--- config.mk ---
export PLATFORM = sky130hd
export DESIGN_NAME = sine_taylor_series_unit
export DESIGN_NICKNAME = d
export VERILOG_FILES = /design/src/hw/rtl/stsin_pkg.sv /design/src/hw/rtl/sine_taylor_series_unit.sv /design/src/hw/rtl/stsin_mdu.sv
export SDC_FILE = /design/constraint.sdc
export NUM_CORES = 2
export LEC_CHECK = 0
export BUFFER_PORTS_ARGS = -buffer_cell sky130_fd_sc_hd__buf_2
export CAP_MARGIN = 20
export CORE_MARGIN = 2
export CORE_UTILIZATION = 45
export CTS_CLUSTER_SIZE = 28
export DETAILED_ROUTE_END_ITERATION = 7
export PLACE_DENSITY = 0.65
export SLEW_MARGIN = 30
export SYNTH_ARGS = -nofsm -noshare
export SYNTH_HDL_FRONTEND = slang
export SYNTH_SLANG_ARGS = --single-unit
--- constraint.sdc ---
create_clock -name clk -period 17.5 [get_ports clk]
set_input_delay 0.875 -clock clk [delete_from_list [all_inputs] [get_ports clk]]
set_output_delay 0.875 -clock clk [all_outputs]
set_load 0.02 [all_outputs]
--- src/hw/rtl/stsin_pkg.sv ---
// ----------------------------------------------------------------------------
// stsin_pkg
// Shared widths, codes and control types for the series sine unit.
// ----------------------------------------------------------------------------
`default_nettype none

package stsin_pkg;

    localparam int FRACTION_BITS   = 28;
    localparam int MAX_STEPS_LIMIT = 32;

    localparam int ANGLE_W    = 32;
    localparam int TOL_W      = 32;
    localparam int MAXS_W     = 6;
    localparam int SINE_W     = 40;
    localparam int TERMS_W    = 6;
    localparam int CFG_IDX_W  = 2;
    localparam int CFG_DATA_W = 32;

    localparam int CAP_BIT = 62;
    localparam int SUM_W   = CAP_BIT + 2;
    localparam int MAG_W   = CAP_BIT + 1;
    localparam int X2_W    = 2 * ANGLE_W - 1 - FRACTION_BITS;
    localparam int PROD_W  = MAG_W + X2_W;
    localparam int DVD_W   = PROD_W - FRACTION_BITS;
    localparam int STEP_W  = $clog2(MAX_STEPS_LIMIT + 1);
    localparam int K_W     = STEP_W + 1;
    localparam int KK_W    = 2 * K_W;
    localparam int CNT_W   = $clog2(DVD_W + 1);

    localparam logic [CFG_IDX_W-1:0] REG_TOLERANCE = CFG_IDX_W'(0);
    localparam logic [CFG_IDX_W-1:0] REG_MAX_STEPS = CFG_IDX_W'(1);

    localparam logic [TOL_W-1:0]  TOL_RESET  = TOL_W'(268);
    localparam logic [MAXS_W-1:0] MAXS_RESET = MAXS_W'(10);

    localparam logic OP_MUL = 1'b0;
    localparam logic OP_DIV = 1'b1;

    typedef struct packed {
        logic start;
        logic op;
    } mdu_cmd_t;

    typedef struct packed {
        logic busy;
        logic done;
    } mdu_stat_t;

endpackage

`default_nettype wire

--- src/hw/rtl/sine_taylor_series_unit.sv ---
// ----------------------------------------------------------------------------
// sine_taylor_series_unit
// Sine of a fixed point angle by its Maclaurin series.
//
// Input: pulse start with angle (signed, 28 fraction bits) while busy is
// low; the beat is taken at that edge and busy rises on the next cycle.
// Output: done is high for one cycle with sine_value (signed, 28 fraction
// bits, saturated to 40 bits) and terms_used. The receiver cannot stall.
// Config: cfg_valid/cfg_ready with cfg_index and cfg_data; index 0 is the
// tolerance, index 1 is max_steps, other indexes are dropped. cfg_ready is
// always high; write only while busy is low.
// Sequence: one serial multiply/divide unit does all the work. It first
// squares the angle; each series step is then a multiply, a divide and
// bookkeeping. At most 32 steps are taken for an angle; one angle is in
// flight at a time. Reset loads tolerance 268 and max_steps 10 and idles.
// ----------------------------------------------------------------------------
`default_nettype none

module sine_taylor_series_unit (
    input  wire logic                              clk,
    input  wire logic                              rst_n,
    input  wire logic                              start,
    output logic                                   busy,
    input  wire logic signed [stsin_pkg::ANGLE_W-1:0] angle,
    input  wire logic                              cfg_valid,
    output logic                                   cfg_ready,
    input  wire logic [stsin_pkg::CFG_IDX_W-1:0]   cfg_index,
    input  wire logic [stsin_pkg::CFG_DATA_W-1:0]  cfg_data,
    output logic                                   done,
    output logic signed [stsin_pkg::SINE_W-1:0]    sine_value,
    output logic [stsin_pkg::TERMS_W-1:0]          terms_used
);
    import stsin_pkg::*;

    localparam logic [2:0] S_IDLE  = 3'd0;
    localparam logic [2:0] S_SQR   = 3'd1;
    localparam logic [2:0] S_CHECK = 3'd2;
    localparam logic [2:0] S_MUL   = 3'd3;
    localparam logic [2:0] S_DIV   = 3'd4;

    localparam logic signed [SUM_W:0] CAP_POS = signed'((SUM_W + 1)'(1) << CAP_BIT);
    localparam logic signed [SUM_W:0] CAP_NEG = -CAP_POS;

    logic [2:0]                state_reg, state_next;
    logic [TOL_W-1:0]          tol_reg, tol_next;
    logic [MAXS_W-1:0]         maxs_reg, maxs_next;
    logic signed [SUM_W-1:0]   sum_reg, sum_next;
    logic signed [SUM_W-1:0]   prev_reg, prev_next;
    logic signed [SUM_W-1:0]   term_reg, term_next;
    logic [X2_W-1:0]           x2_reg, x2_next;
    logic [STEP_W-1:0]         steps_reg, steps_next;
    logic [KK_W-1:0]           kk_reg, kk_next;
    logic                      done_reg, done_next;
    logic signed [SINE_W-1:0]  sine_reg, sine_next;
    logic [TERMS_W-1:0]        terms_reg, terms_next;

    mdu_cmd_t                  cmd;
    mdu_stat_t                 stat;
    logic [MAG_W-1:0]          mcand;
    logic [X2_W-1:0]           mplier;
    logic [PROD_W-1:0]         mdu_result;

    logic                      accept;
    logic [ANGLE_W-1:0]        angle_mag;
    logic [STEP_W-1:0]         limit;
    logic signed [SUM_W:0]     diff;
    logic [SUM_W:0]            diff_mag;
    logic                      go_on;
    logic [K_W-1:0]            k_new;
    logic [MAG_W-1:0]          term_mag;
    logic [SUM_W-SINE_W:0]     sum_top;
    logic [DVD_W-1:0]          quot;
    logic                      quot_sat;
    logic signed [SUM_W-1:0]   quot_val;
    logic signed [SUM_W-1:0]   new_term;
    logic signed [SUM_W:0]     new_sum;

    assign accept    = start && (state_reg == S_IDLE);
    assign angle_mag = angle[ANGLE_W-1] ? (~angle + 1'b1) : angle;
    assign limit     = (int'(maxs_reg) > MAX_STEPS_LIMIT) ? STEP_W'(MAX_STEPS_LIMIT)
                                                          : STEP_W'(maxs_reg);
    assign diff      = {sum_reg[SUM_W-1], sum_reg} - {prev_reg[SUM_W-1], prev_reg};
    assign diff_mag  = diff[SUM_W] ? -diff : diff;
    assign go_on     = (diff_mag > {{(SUM_W + 1 - TOL_W){1'b0}}, tol_reg})
                       && (steps_reg < limit);
    assign k_new     = {STEP_W'(steps_reg + 1'b1), 1'b1};
    assign term_mag  = term_reg[SUM_W-1] ? MAG_W'(-term_reg) : MAG_W'(term_reg);
    assign sum_top   = sum_reg[SUM_W-1:SINE_W-1];
    assign quot      = mdu_result[DVD_W-1:0];
    assign quot_sat  = (|quot[DVD_W-1:CAP_BIT+1]) || (quot[CAP_BIT] && |quot[CAP_BIT-1:0]);
    assign quot_val  = quot_sat ? CAP_POS[SUM_W-1:0]
                                : {{(SUM_W - CAP_BIT - 1){1'b0}}, quot[CAP_BIT:0]};
    assign new_term  = term_reg[SUM_W-1] ? quot_val : -quot_val;
    assign new_sum   = {sum_reg[SUM_W-1], sum_reg} + {new_term[SUM_W-1], new_term};

    always_comb
    begin
        state_next = state_reg;
        tol_next   = tol_reg;
        maxs_next  = maxs_reg;
        sum_next   = sum_reg;
        prev_next  = prev_reg;
        term_next  = term_reg;
        x2_next    = x2_reg;
        steps_next = steps_reg;
        kk_next    = kk_reg;
        done_next  = 1'b0;
        sine_next  = sine_reg;
        terms_next = terms_reg;
        cmd.start  = 1'b0;
        cmd.op     = OP_MUL;
        mcand      = term_mag;
        mplier     = x2_reg;

        if (cfg_valid)
        begin
            case (cfg_index)
                REG_TOLERANCE: tol_next  = TOL_W'(cfg_data);
                REG_MAX_STEPS: maxs_next = cfg_data[MAXS_W-1:0];
                default:       ;
            endcase
        end

        case (state_reg)
            S_IDLE:
            begin
                if (accept)
                begin
                    sum_next   = SUM_W'(angle);
                    prev_next  = '0;
                    term_next  = SUM_W'(angle);
                    steps_next = '0;
                    cmd.start  = 1'b1;
                    mcand      = MAG_W'(angle_mag);
                    mplier     = X2_W'(angle_mag);
                    state_next = S_SQR;
                end
            end
            S_SQR:
            begin
                if (stat.done)
                begin
                    x2_next    = mdu_result[FRACTION_BITS +: X2_W];
                    state_next = S_CHECK;
                end
            end
            S_CHECK:
            begin
                if (go_on)
                begin
                    prev_next  = sum_reg;
                    kk_next    = KK_W'(k_new) * KK_W'(k_new - 1'b1);
                    cmd.start  = 1'b1;
                    state_next = S_MUL;
                end
                else
                begin
                    if ((&sum_top) || !(|sum_top))
                    begin
                        sine_next = sum_reg[SINE_W-1:0];
                    end
                    else
                    begin
                        sine_next = {sum_reg[SUM_W-1], {(SINE_W - 1){~sum_reg[SUM_W-1]}}};
                    end
                    terms_next = TERMS_W'(steps_reg + 1'b1);
                    done_next  = 1'b1;
                    state_next = S_IDLE;
                end
            end
            S_MUL:
            begin
                if (stat.done)
                begin
                    cmd.start  = 1'b1;
                    cmd.op     = OP_DIV;
                    state_next = S_DIV;
                end
            end
            S_DIV:
            begin
                if (stat.done)
                begin
                    term_next = new_term;
                    if (new_sum > CAP_POS)
                    begin
                        sum_next = CAP_POS[SUM_W-1:0];
                    end
                    else if (new_sum < CAP_NEG)
                    begin
                        sum_next = CAP_NEG[SUM_W-1:0];
                    end
                    else
                    begin
                        sum_next = new_sum[SUM_W-1:0];
                    end
                    steps_next = steps_reg + 1'b1;
                    state_next = S_CHECK;
                end
            end
            default:
            begin
                state_next = S_IDLE;
            end
        endcase
    end

    always_ff @(posedge clk or negedge rst_n)
    begin
        if (!rst_n)
        begin
            state_reg <= S_IDLE;
            tol_reg   <= TOL_RESET;
            maxs_reg  <= MAXS_RESET;
            steps_reg <= '0;
            done_reg  <= 1'b0;
        end
        else
        begin
            state_reg <= state_next;
            tol_reg   <= tol_next;
            maxs_reg  <= maxs_next;
            steps_reg <= steps_next;
            done_reg  <= done_next;
        end
    end

    always_ff @(posedge clk)
    begin
        sum_reg   <= sum_next;
        prev_reg  <= prev_next;
        term_reg  <= term_next;
        x2_reg    <= x2_next;
        kk_reg    <= kk_next;
        sine_reg  <= sine_next;
        terms_reg <= terms_next;
    end

    stsin_mdu u_mdu (
        .clk      (clk),
        .rst_n    (rst_n),
        .cmd      (cmd),
        .mcand    (mcand),
        .mplier   (mplier),
        .dividend (mdu_result[FRACTION_BITS +: DVD_W]),
        .divisor  (kk_reg),
        .result   (mdu_result),
        .stat     (stat)
    );

    assign busy       = (state_reg != S_IDLE);
    assign cfg_ready  = 1'b1;
    assign done       = done_reg;
    assign sine_value = sine_reg;
    assign terms_used = terms_reg;

    // shared unit is quiet whenever the sequencer is idle
    a_idle_unit_quiet: assert property (@(posedge clk) disable iff (!rst_n)
        (state_reg == S_IDLE) |-> !stat.busy)
        else $error("arithmetic unit busy while idle");

    a_accept_busy: assert property (@(posedge clk) disable iff (!rst_n)
        (start && !busy) |=> (busy && stat.busy))
        else $error("accepted beat did not start work");

    a_terms_range: assert property (@(posedge clk) disable iff (!rst_n)
        done |-> ((terms_used != '0) && (int'(terms_used) <= MAX_STEPS_LIMIT + 1)))
        else $error("terms_used out of range");

    a_done_single: assert property (@(posedge clk) disable iff (!rst_n)
        done |=> !done)
        else $error("result strobe longer than one cycle");

    a_steps_bound: assert property (@(posedge clk) disable iff (!rst_n)
        (state_reg == S_MUL) |-> (steps_reg < limit))
        else $error("step taken beyond limit");

endmodule

`default_nettype wire

--- src/hw/rtl/stsin_mdu.sv ---
// ----------------------------------------------------------------------------
// stsin_mdu
// Shared serial unit: shift-add multiply, one multiplier bit per cycle, or
// restoring divide, one quotient bit per cycle.
// ----------------------------------------------------------------------------
`default_nettype none

module stsin_mdu (
    input  wire logic                         clk,
    input  wire logic                         rst_n,
    input  wire stsin_pkg::mdu_cmd_t          cmd,
    input  wire logic [stsin_pkg::MAG_W-1:0]  mcand,
    input  wire logic [stsin_pkg::X2_W-1:0]   mplier,
    input  wire logic [stsin_pkg::DVD_W-1:0]  dividend,
    input  wire logic [stsin_pkg::KK_W-1:0]   divisor,
    output logic      [stsin_pkg::PROD_W-1:0] result,
    output stsin_pkg::mdu_stat_t              stat
);
    import stsin_pkg::*;

    logic              busy_reg, busy_next;
    logic              done_reg, done_next;
    logic              op_reg, op_next;
    logic [CNT_W-1:0]  cnt_reg, cnt_next;
    logic [PROD_W-1:0] acc_reg, acc_next;
    logic [PROD_W-1:0] mcand_reg, mcand_next;
    logic [X2_W-1:0]   mplier_reg, mplier_next;
    logic [DVD_W-1:0]  dvd_reg, dvd_next;
    logic [KK_W-1:0]   rem_reg, rem_next;
    logic [KK_W-1:0]   divisor_reg, divisor_next;

    logic [KK_W:0]     trial;
    logic [KK_W:0]     trial_sub;
    logic              trial_ge;
    logic              last;

    assign trial     = {rem_reg, dvd_reg[DVD_W-1]};
    assign trial_ge  = trial >= {1'b0, divisor_reg};
    assign trial_sub = trial - {1'b0, divisor_reg};

    always_comb
    begin
        busy_next    = busy_reg;
        done_next    = 1'b0;
        op_next      = op_reg;
        cnt_next     = cnt_reg;
        acc_next     = acc_reg;
        mcand_next   = mcand_reg;
        mplier_next  = mplier_reg;
        dvd_next     = dvd_reg;
        rem_next     = rem_reg;
        divisor_next = divisor_reg;
        last         = 1'b0;
        if (cmd.start)
        begin
            busy_next = 1'b1;
            op_next   = cmd.op;
            cnt_next  = '0;
            if (cmd.op == OP_DIV)
            begin
                dvd_next     = dividend;
                rem_next     = '0;
                divisor_next = divisor;
            end
            else
            begin
                acc_next    = '0;
                mcand_next  = {{X2_W{1'b0}}, mcand};
                mplier_next = mplier;
            end
        end
        else if (busy_reg)
        begin
            if (op_reg == OP_DIV)
            begin
                rem_next = trial_ge ? trial_sub[KK_W-1:0] : trial[KK_W-1:0];
                dvd_next = {dvd_reg[DVD_W-2:0], trial_ge};
                last     = (cnt_reg == CNT_W'(DVD_W - 1));
            end
            else
            begin
                if (mplier_reg[0])
                begin
                    acc_next = acc_reg + mcand_reg;
                end
                mcand_next  = mcand_reg << 1;
                mplier_next = mplier_reg >> 1;
                last        = (cnt_reg == CNT_W'(X2_W - 1));
            end
            cnt_next = cnt_reg + 1'b1;
            if (last)
            begin
                busy_next = 1'b0;
                done_next = 1'b1;
            end
        end
    end

    always_ff @(posedge clk or negedge rst_n)
    begin
        if (!rst_n)
        begin
            busy_reg <= 1'b0;
            done_reg <= 1'b0;
            op_reg   <= OP_MUL;
            cnt_reg  <= '0;
        end
        else
        begin
            busy_reg <= busy_next;
            done_reg <= done_next;
            op_reg   <= op_next;
            cnt_reg  <= cnt_next;
        end
    end

    always_ff @(posedge clk)
    begin
        acc_reg     <= acc_next;
        mcand_reg   <= mcand_next;
        mplier_reg  <= mplier_next;
        dvd_reg     <= dvd_next;
        rem_reg     <= rem_next;
        divisor_reg <= divisor_next;
    end

    assign result    = (op_reg == OP_DIV) ? {{(PROD_W - DVD_W){1'b0}}, dvd_reg} : acc_reg;
    assign stat.busy = busy_reg;
    assign stat.done = done_reg;

endmodule

`default_nettype wire

# After elaboration in Yosys (flattened, before gate mapping)
# Index checks and enable logic that the tools add are counted.
[word_totals]
regBits = 674
in_bits = 70
wordCells = 159
[classes]
addsub = 11
n_mul = 1
magnitude_cmp = 6
eq_ne = 15
mux = 70
bitwise_logic = 3
reduce_logical = 31
[ops]
columns = ["operator", "count"]
rows = [
  ["$mux 98", 10],
  ["$mux 64", 8],
  ["$pmux 64 s2", 3],
  ["$mux 70", 4],
  ["$mux 63", 4],
  ["$mux 35", 6],
  ["$add 98x98->98", 1],
  ["$mux 14", 5],
  ["$add 64x64->65", 1],
  ["$gt 65x32->1", 1],
  ["$gt 65x64->1 const B", 1],
  ["$lt 65x63->1 const B", 1],
  ["$mux 65", 1],
  ["$neg 65->65", 1],
  ["$sub 64x64->65", 1],
  ["$neg 63->64", 1],
  ["$neg 63->63", 1],
  ["$reduce_or 62->1", 1],
  ["$mux 40", 1],
  ["$add 32x1->32 const B", 1],
  ["$mux 32", 1],
  ["$not 32->32", 1],
  ["$reduce_and 25->1", 1],
  ["$reduce_or 25->1", 1],
  ["other kinds (37)", 80],
]

# Depth between registers and ports, before layout
[logic_depth]
ltp_word = 13
depth_mapped = 41
ltp_nobuf = 34

# Cells and area by module
# A second synthesis with hierarchy kept.
[unflattened]
hier_cells = 5637
area_unflattened_um2 = 51765.9
[modules_own_cells]
columns = ["module", "n_inst", "cells_each", "area_each_um2", "seq_area_each_um2"]
rows = [
  ["sine_taylor_series_unit", 1, 3681, 30425.4, 9795.6],
  ["stsin_mdu", 1, 1956, 21340.5, 10129.7],
]

# Worst setup path before layout
# OpenSTA, ideal clock, no wires.
[synth_path]
path_type = "reg-to-reg"
startpoint = "register sum_reg[0]"
endpoint = "register u_mdu.dvd_reg[0], enable pin"
setup_ns = 0.642
arrival_time_ns = 12.368
required_ns = 16.858
slack_ns = 4.489
path_stages_with_launch = 34
path_buffers = 3
period_less_slack_ns = 13.011
cell_sequence = "edfxtp_1 inv_1 ha_1 fa_1 nand2b_1 a21o_1 a21oi_1 o2111ai_1 a31oi_1 a31oi_1 o22ai_1 clkbuf_1 buf_1 clkbuf_1 nor2_1 a21oi_1 ha_1 nor2b_1 o21a_1 o21a_1 o21ai_0 a21oi_1 o31a_1 o21ai_0 a21oi_1 a31oi_1 nand3_1 a2111oi_0 o2111ai_1 nor4_1 a211oi_2 a21oi_2 nand2_1 o21ai_0"
[synth_via]
elab_chain_len = 9
[synth_lines]
columns = ["item", "line", "rtl"]
rows = [
  ["start, declared", "sine_taylor_series_unit.sv:47", "logic signed [SUM_W-1:0] sum_reg, sum_next;"],
  ["start signal, assigned", "sine_taylor_series_unit.sv:230", "sum_reg <= sum_next;"],
  ["$sub 64x64->65 (*)", "sine_taylor_series_unit.sv:82", "assign diff = {sum_reg[SUM_W-1], sum_reg} - {prev_reg[SUM_W-1], prev_reg};"],
  ["$neg 65->65", "sine_taylor_series_unit.sv:83", "assign diff_mag = diff[SUM_W] ? -diff : diff;"],
  ["$mux 65 (*)", "sine_taylor_series_unit.sv:83", ""],
  ["$gt 65x32->1 (*)", "sine_taylor_series_unit.sv:84", "assign go_on = (diff_mag > {{(SUM_W + 1 - TOL_W){1'b0}}, tol_reg})"],
  ["$logic_and 1x1->1 (*)", "sine_taylor_series_unit.sv:85", "&& (steps_reg < limit);"],
  ["$mux 1 (*)", "sine_taylor_series_unit.sv:149", "if (go_on)"],
  ["$pmux 1 s3 (*)", "sine_taylor_series_unit.sv:124", "case (state_reg)"],
  ["$ne 2x1->1 (no line) / $reduce_bool 2->1 (equally long branches)", "--", ""],
  ["$reduce_and 3->1 (no line) (*)", "--", ""],
  ["end signal, assigned", "stsin_mdu.sv:122", "dvd_reg <= dvd_next;"],
  ["end, declared", "stsin_mdu.sv:28", "logic [DVD_W-1:0] dvd_reg, dvd_next;"],
]
# Every way passes the cells marked *; elsewhere a longest branch is shown, timed or not.
# A chain may end at the register's enable or synchronous reset.

# Worst setup path in the final report
[layout_path]
startpoint = "register u_mdu.op_reg"
endpoint = "register sum_reg[18] (data pin)"
[layout_via]
elab_chain_len = 13
[layout_lines]
columns = ["item", "line", "rtl"]
rows = [
  ["start, declared", "stsin_mdu.sv:23", "logic op_reg, op_next;"],
  ["start signal, assigned", "stsin_mdu.sv:112", "op_reg <= op_next;"],
  ["$mux 98 (*)", "stsin_mdu.sv:127", "assign result = (op_reg == OP_DIV) ? {{(PROD_W - DVD_W){1'b0}}, dvd_reg} : acc_reg;"],
  ["via mdu_result[50]", "sine_taylor_series_unit.sv:61", "logic [PROD_W-1:0] mdu_result;"],
  ["$reduce_or 62->1", "sine_taylor_series_unit.sv:90", "assign quot_sat = (|quot[DVD_W-1:CAP_BIT+1]) || (quot[CAP_BIT] && |quot[CAP_BIT-1:0]);"],
  ["$logic_and 1x1->1", "sine_taylor_series_unit.sv:90", ""],
  ["$logic_or 1x1->1", "sine_taylor_series_unit.sv:90", ""],
  ["$mux 63 (*)", "sine_taylor_series_unit.sv:91", "assign quot_val = quot_sat ? CAP_POS[SUM_W-1:0]"],
  ["$neg 63->64", "sine_taylor_series_unit.sv:93", "assign new_term = term_reg[SUM_W-1] ? quot_val : -quot_val;"],
  ["$mux 64 (*)", "sine_taylor_series_unit.sv:93", ""],
  ["$add 64x64->65 (*)", "sine_taylor_series_unit.sv:94", "assign new_sum = {sum_reg[SUM_W-1], sum_reg} + {new_term[SUM_W-1], new_term};"],
  ["$lt 65x63->1", "sine_taylor_series_unit.sv:189", "else if (new_sum < CAP_NEG)"],
  ["$mux 64", "sine_taylor_series_unit.sv:189", ""],
  ["$mux 64 (*)", "sine_taylor_series_unit.sv:185", "if (new_sum > CAP_POS)"],
  ["$mux 64 (*)", "sine_taylor_series_unit.sv:182", "if (stat.done)"],
  ["$pmux 64 s2 (*)", "sine_taylor_series_unit.sv:124", ""],
  ["via sum_next[18]", "sine_taylor_series_unit.sv:47", ""],
]
# The timed path passes the listed nets; every way through them passes the cells marked *. The select of a mux whose other input is x is not followed.

==> impl_metrics.json <==
{
  "endpoint_kind": "flip-flop",
  "peakVddDrop_mv": 0.0611,
  "nets": 5874,
  "vias_per_cell": 6.02,
  "ys.flop_type": "edfxtp_1",
  "cts_root_buf": "clkbuf_16",
  "post_cts_resized": 0,
  "drv_cap": 0,
  "synth_xor_area_share_pct": 6.32,
  "dp.final_hpwl_um": 117000,
  "async_reset_ff_share_pct": 8.63,
  "die_y_um": 337,
  "synth.top_cell.area_share_pct": 36.9,
  "critPathBufInv": 5,
  "crit_slowest_cell": "dfrtp_4",
  "tritoncts": "yes",
  "ant_nets": 0,
  "synth_nets": 5904,
  "cp_num_cells": 38,
  "final_cells": 7034,
  "postCtsSetupRepairBufs": 0,
  "tightest_slew_ns": 1.03,
  "violations": "DRC",
  "gp_congestion": 0.968,
  "clkSinkCount": 672,
  "area_delta_synth_final_pct": 8.53,
  "min_period_ns": 11.03,
  "finalCritPeriodShare_pct": 63.0,
  "synth.distinct_cells": 92,
  "n_fill_cell": 10400,
  "synth_compound_area_share_pct": 19.5,
  "cpPeakStageDelay_ns": 0.67,
  "yosysMostFrequentCell": "edfxtp_1",
  "avgSynthCellArea_um2": 9.08,
  "finalInstanceArea_um2": 54300,
  "antenna_found_initial": 16,
  "relSlewSlack_pct": 31.3,
  "yosysWarnings": 0,
  "status": "finished with violations",
  "overflow": 0,
  "fin_setup_tns_ns": 0,
  "startpoint_type": "flip-flop",
  "routed_wl_um": 154000,
  "placed_cell_area_um2": 51800,
  "htree_levels": 3,
  "synth_top_area_cell": "edfxtp_1",
  "die_w_um": 337,
  "grt_util_all_layers_pct": 26.6,
  "grt_pass1_wl_um": 235000,
  "finalHoldViolCount": 0,
  "pin_count": 119,
  "synthAdderAreaFrac_pct": 8.40,
  "crit_type": "reg2reg",
  "start_util_pct": 45.2,
  "drtIter0Drc": 4638,
  "dp_cells": 6884,
  "insertion_delay_ns": 0.66,
  "reg2regPathDepth": 38,
  "yosysSeqAreaShare_pct": 39.8,
  "synth-edff-count": 614,
  "synth-seq-cells": 672,
  "timing.final.ws_setup_ns": 6.47,
  "vias": 42300,
  "power_leakage_nw": 22.0,
  "worstPathRequired_ns": 17.96,
  "power_density_nw_per_um2": 63.8,
  "cts-buffers-inserted": 79,
  "portBuffers": 117,
  "wl_per_cell_um": 21.9,
  "grt_pass1_vias": 39700,
  "die-area_um2": 114000,
  "dp_slack_ns": 6.70,
  "clk_pin_slew_ns": 0.06,
  "synthMuxAreaShare_pct": 3.16,
  "critical_path.most_common_cell": "nand4_1",
  "arrival_ns": 11.49,
  "r2r_setup_slack_ns": 6.47,
  "remaining_drc_errors": 10,
  "drive_above_1_share_pct": 7.33,
  "syn_area_um2": 50000,
  "synthTopCellsByArea": "edfxtp_1, ha_1, o21ai_0",
  "timing.fmax_ghz": 0.0906,
  "whs_path_depth": 0,
  "hp-class": "reg2reg",
  "ctsHoldBuffers": 0,
  "first_pass_iters": 8,
  "synth_top_family_by_area": "compound AO/OA/AOI/OAI gates",
  "yosys.area_share.simple_pct": 18.3,
  "synth_top_cells_by_count": "edfxtp_1, nor2_1, nand2_1",
  "synthCells": 5508,
  "setup_viol": 0,
  "finalPower_mw": 3.46,
  "clk_path_buf_depth": 3,
  "finClkSkew_ns": 0.0342,
  "rsz0062_at_grt": "false",
  "core-area_um2": 111000,
  "cp_max_fo": 57,
  "cp_top_family": "simple AND/OR/NAND/NOR gates",
  "grt_max_degree": 218,
  "rows": 122,
  "slew_viol_final": 0
}
-- power breakdown --
part	switching [mW]	internal [mW]	total [mW]
combinational	0.0618	0.0395	0.101
sequential	0.00450	1.75	1.75
clock	0.701	0.907	1.61
total	0.767	2.69	3.46
-- logic make-up (layout without fill, tap and decap cells) --
kind of cell | count (synthesis) | after routing
AOI/OAI and AO/OA | 1558 | 1558
xor gates and xnor gates | 361 | 361
adders and majority gates | 326 | 326
buffers and inverters | 561 | 590
DFF | 672 | 672
muxes | 150 | 150
other | 1 | 10
and+or+nand+nor | 1879 | 1879
-- cell type report --
class | instances | area (um2) | area share [%]
repair buffers | 158 | 962 | 1.77
well taps | 1488 | 1860 | 3.43
diodes | 9 | 22.5 | 0.0415
clock inverters | 42 | 370 | 0.682
inverters | 292 | 1100 | 2.02
multi-input cells | 4275 | 28000 | 51.6
clock buffers | 98 | 2050 | 3.77
flip-flops and latches | 672 | 19900 | 36.7
-- per-layer routing --
layer	global-route usage [%]	vias up	part of all wire, %	routed length, um
met5	0	-	0.042	64
met2	41.6	1684	44	68100
met4	9.27	10	3.8	5900
met3	4.07	292	7.8	12100
li1	-	20100	-	-
met1	37.3	20200	44	68000
-- path summary, 6_finish.rpt --
kind | startpoint | endpoint
worst max-delay path | u_mdu.op_reg | sum_reg[18]
worst min-delay path | kk_reg[3] | u_mdu.divisor_reg[3]
worst max register to register | u_mdu.op_reg | sum_reg[18]
worst min register to register | kk_reg[3] | u_mdu.divisor_reg[3]
max in group asynchronous | rst_n | u_mdu.op_reg
min in group asynchronous | rst_n | tol_reg[23]
-- metrics by stage --
| stage | util, % | hold WS [ns] |
|---|---|---|
| finish | 49.1 | 0.423 |
| global route | 49.1 | 0.417 |
| floorplan | - | 0.400 |
| CTS | 49.1 | 0.401 |
| detailed placement | 46.9 | 0.405 |
| global placement | 46.8 | 0.406 |
-- layout by cell type (no fill, tap or decap), drive strengths merged, types with 26 or more instances in the layout --
| master | n |
|---|---|
| ha | 310 |
| buf | 158 |
| nor4 | 56 |
| o21ai | 492 |
| dfrtp | 53 |
| mux2 | 62 |
| and2 | 151 |
| nand4 | 88 |
| nor2 | 520 |
| a211oi | 73 |
| xor2 | 166 |
| nor3 | 111 |
| inv | 296 |
| mux2i | 88 |
| o21bai | 40 |
| clkbuf | 98 |
| edfxtp | 614 |
| a21oi | 373 |
| nand2b | 87 |
| or3 | 35 |
| a31oi | 52 |
| and3 | 45 |
| o31ai | 70 |
| a21o | 174 |
| or4 | 27 |
| o21a | 58 |
| nor2b | 57 |
| nand2 | 519 |
| clkinv | 26 |
| nand3 | 82 |
| xnor2 | 195 |
Note: power is estimated with default switching activity, not from simulation.
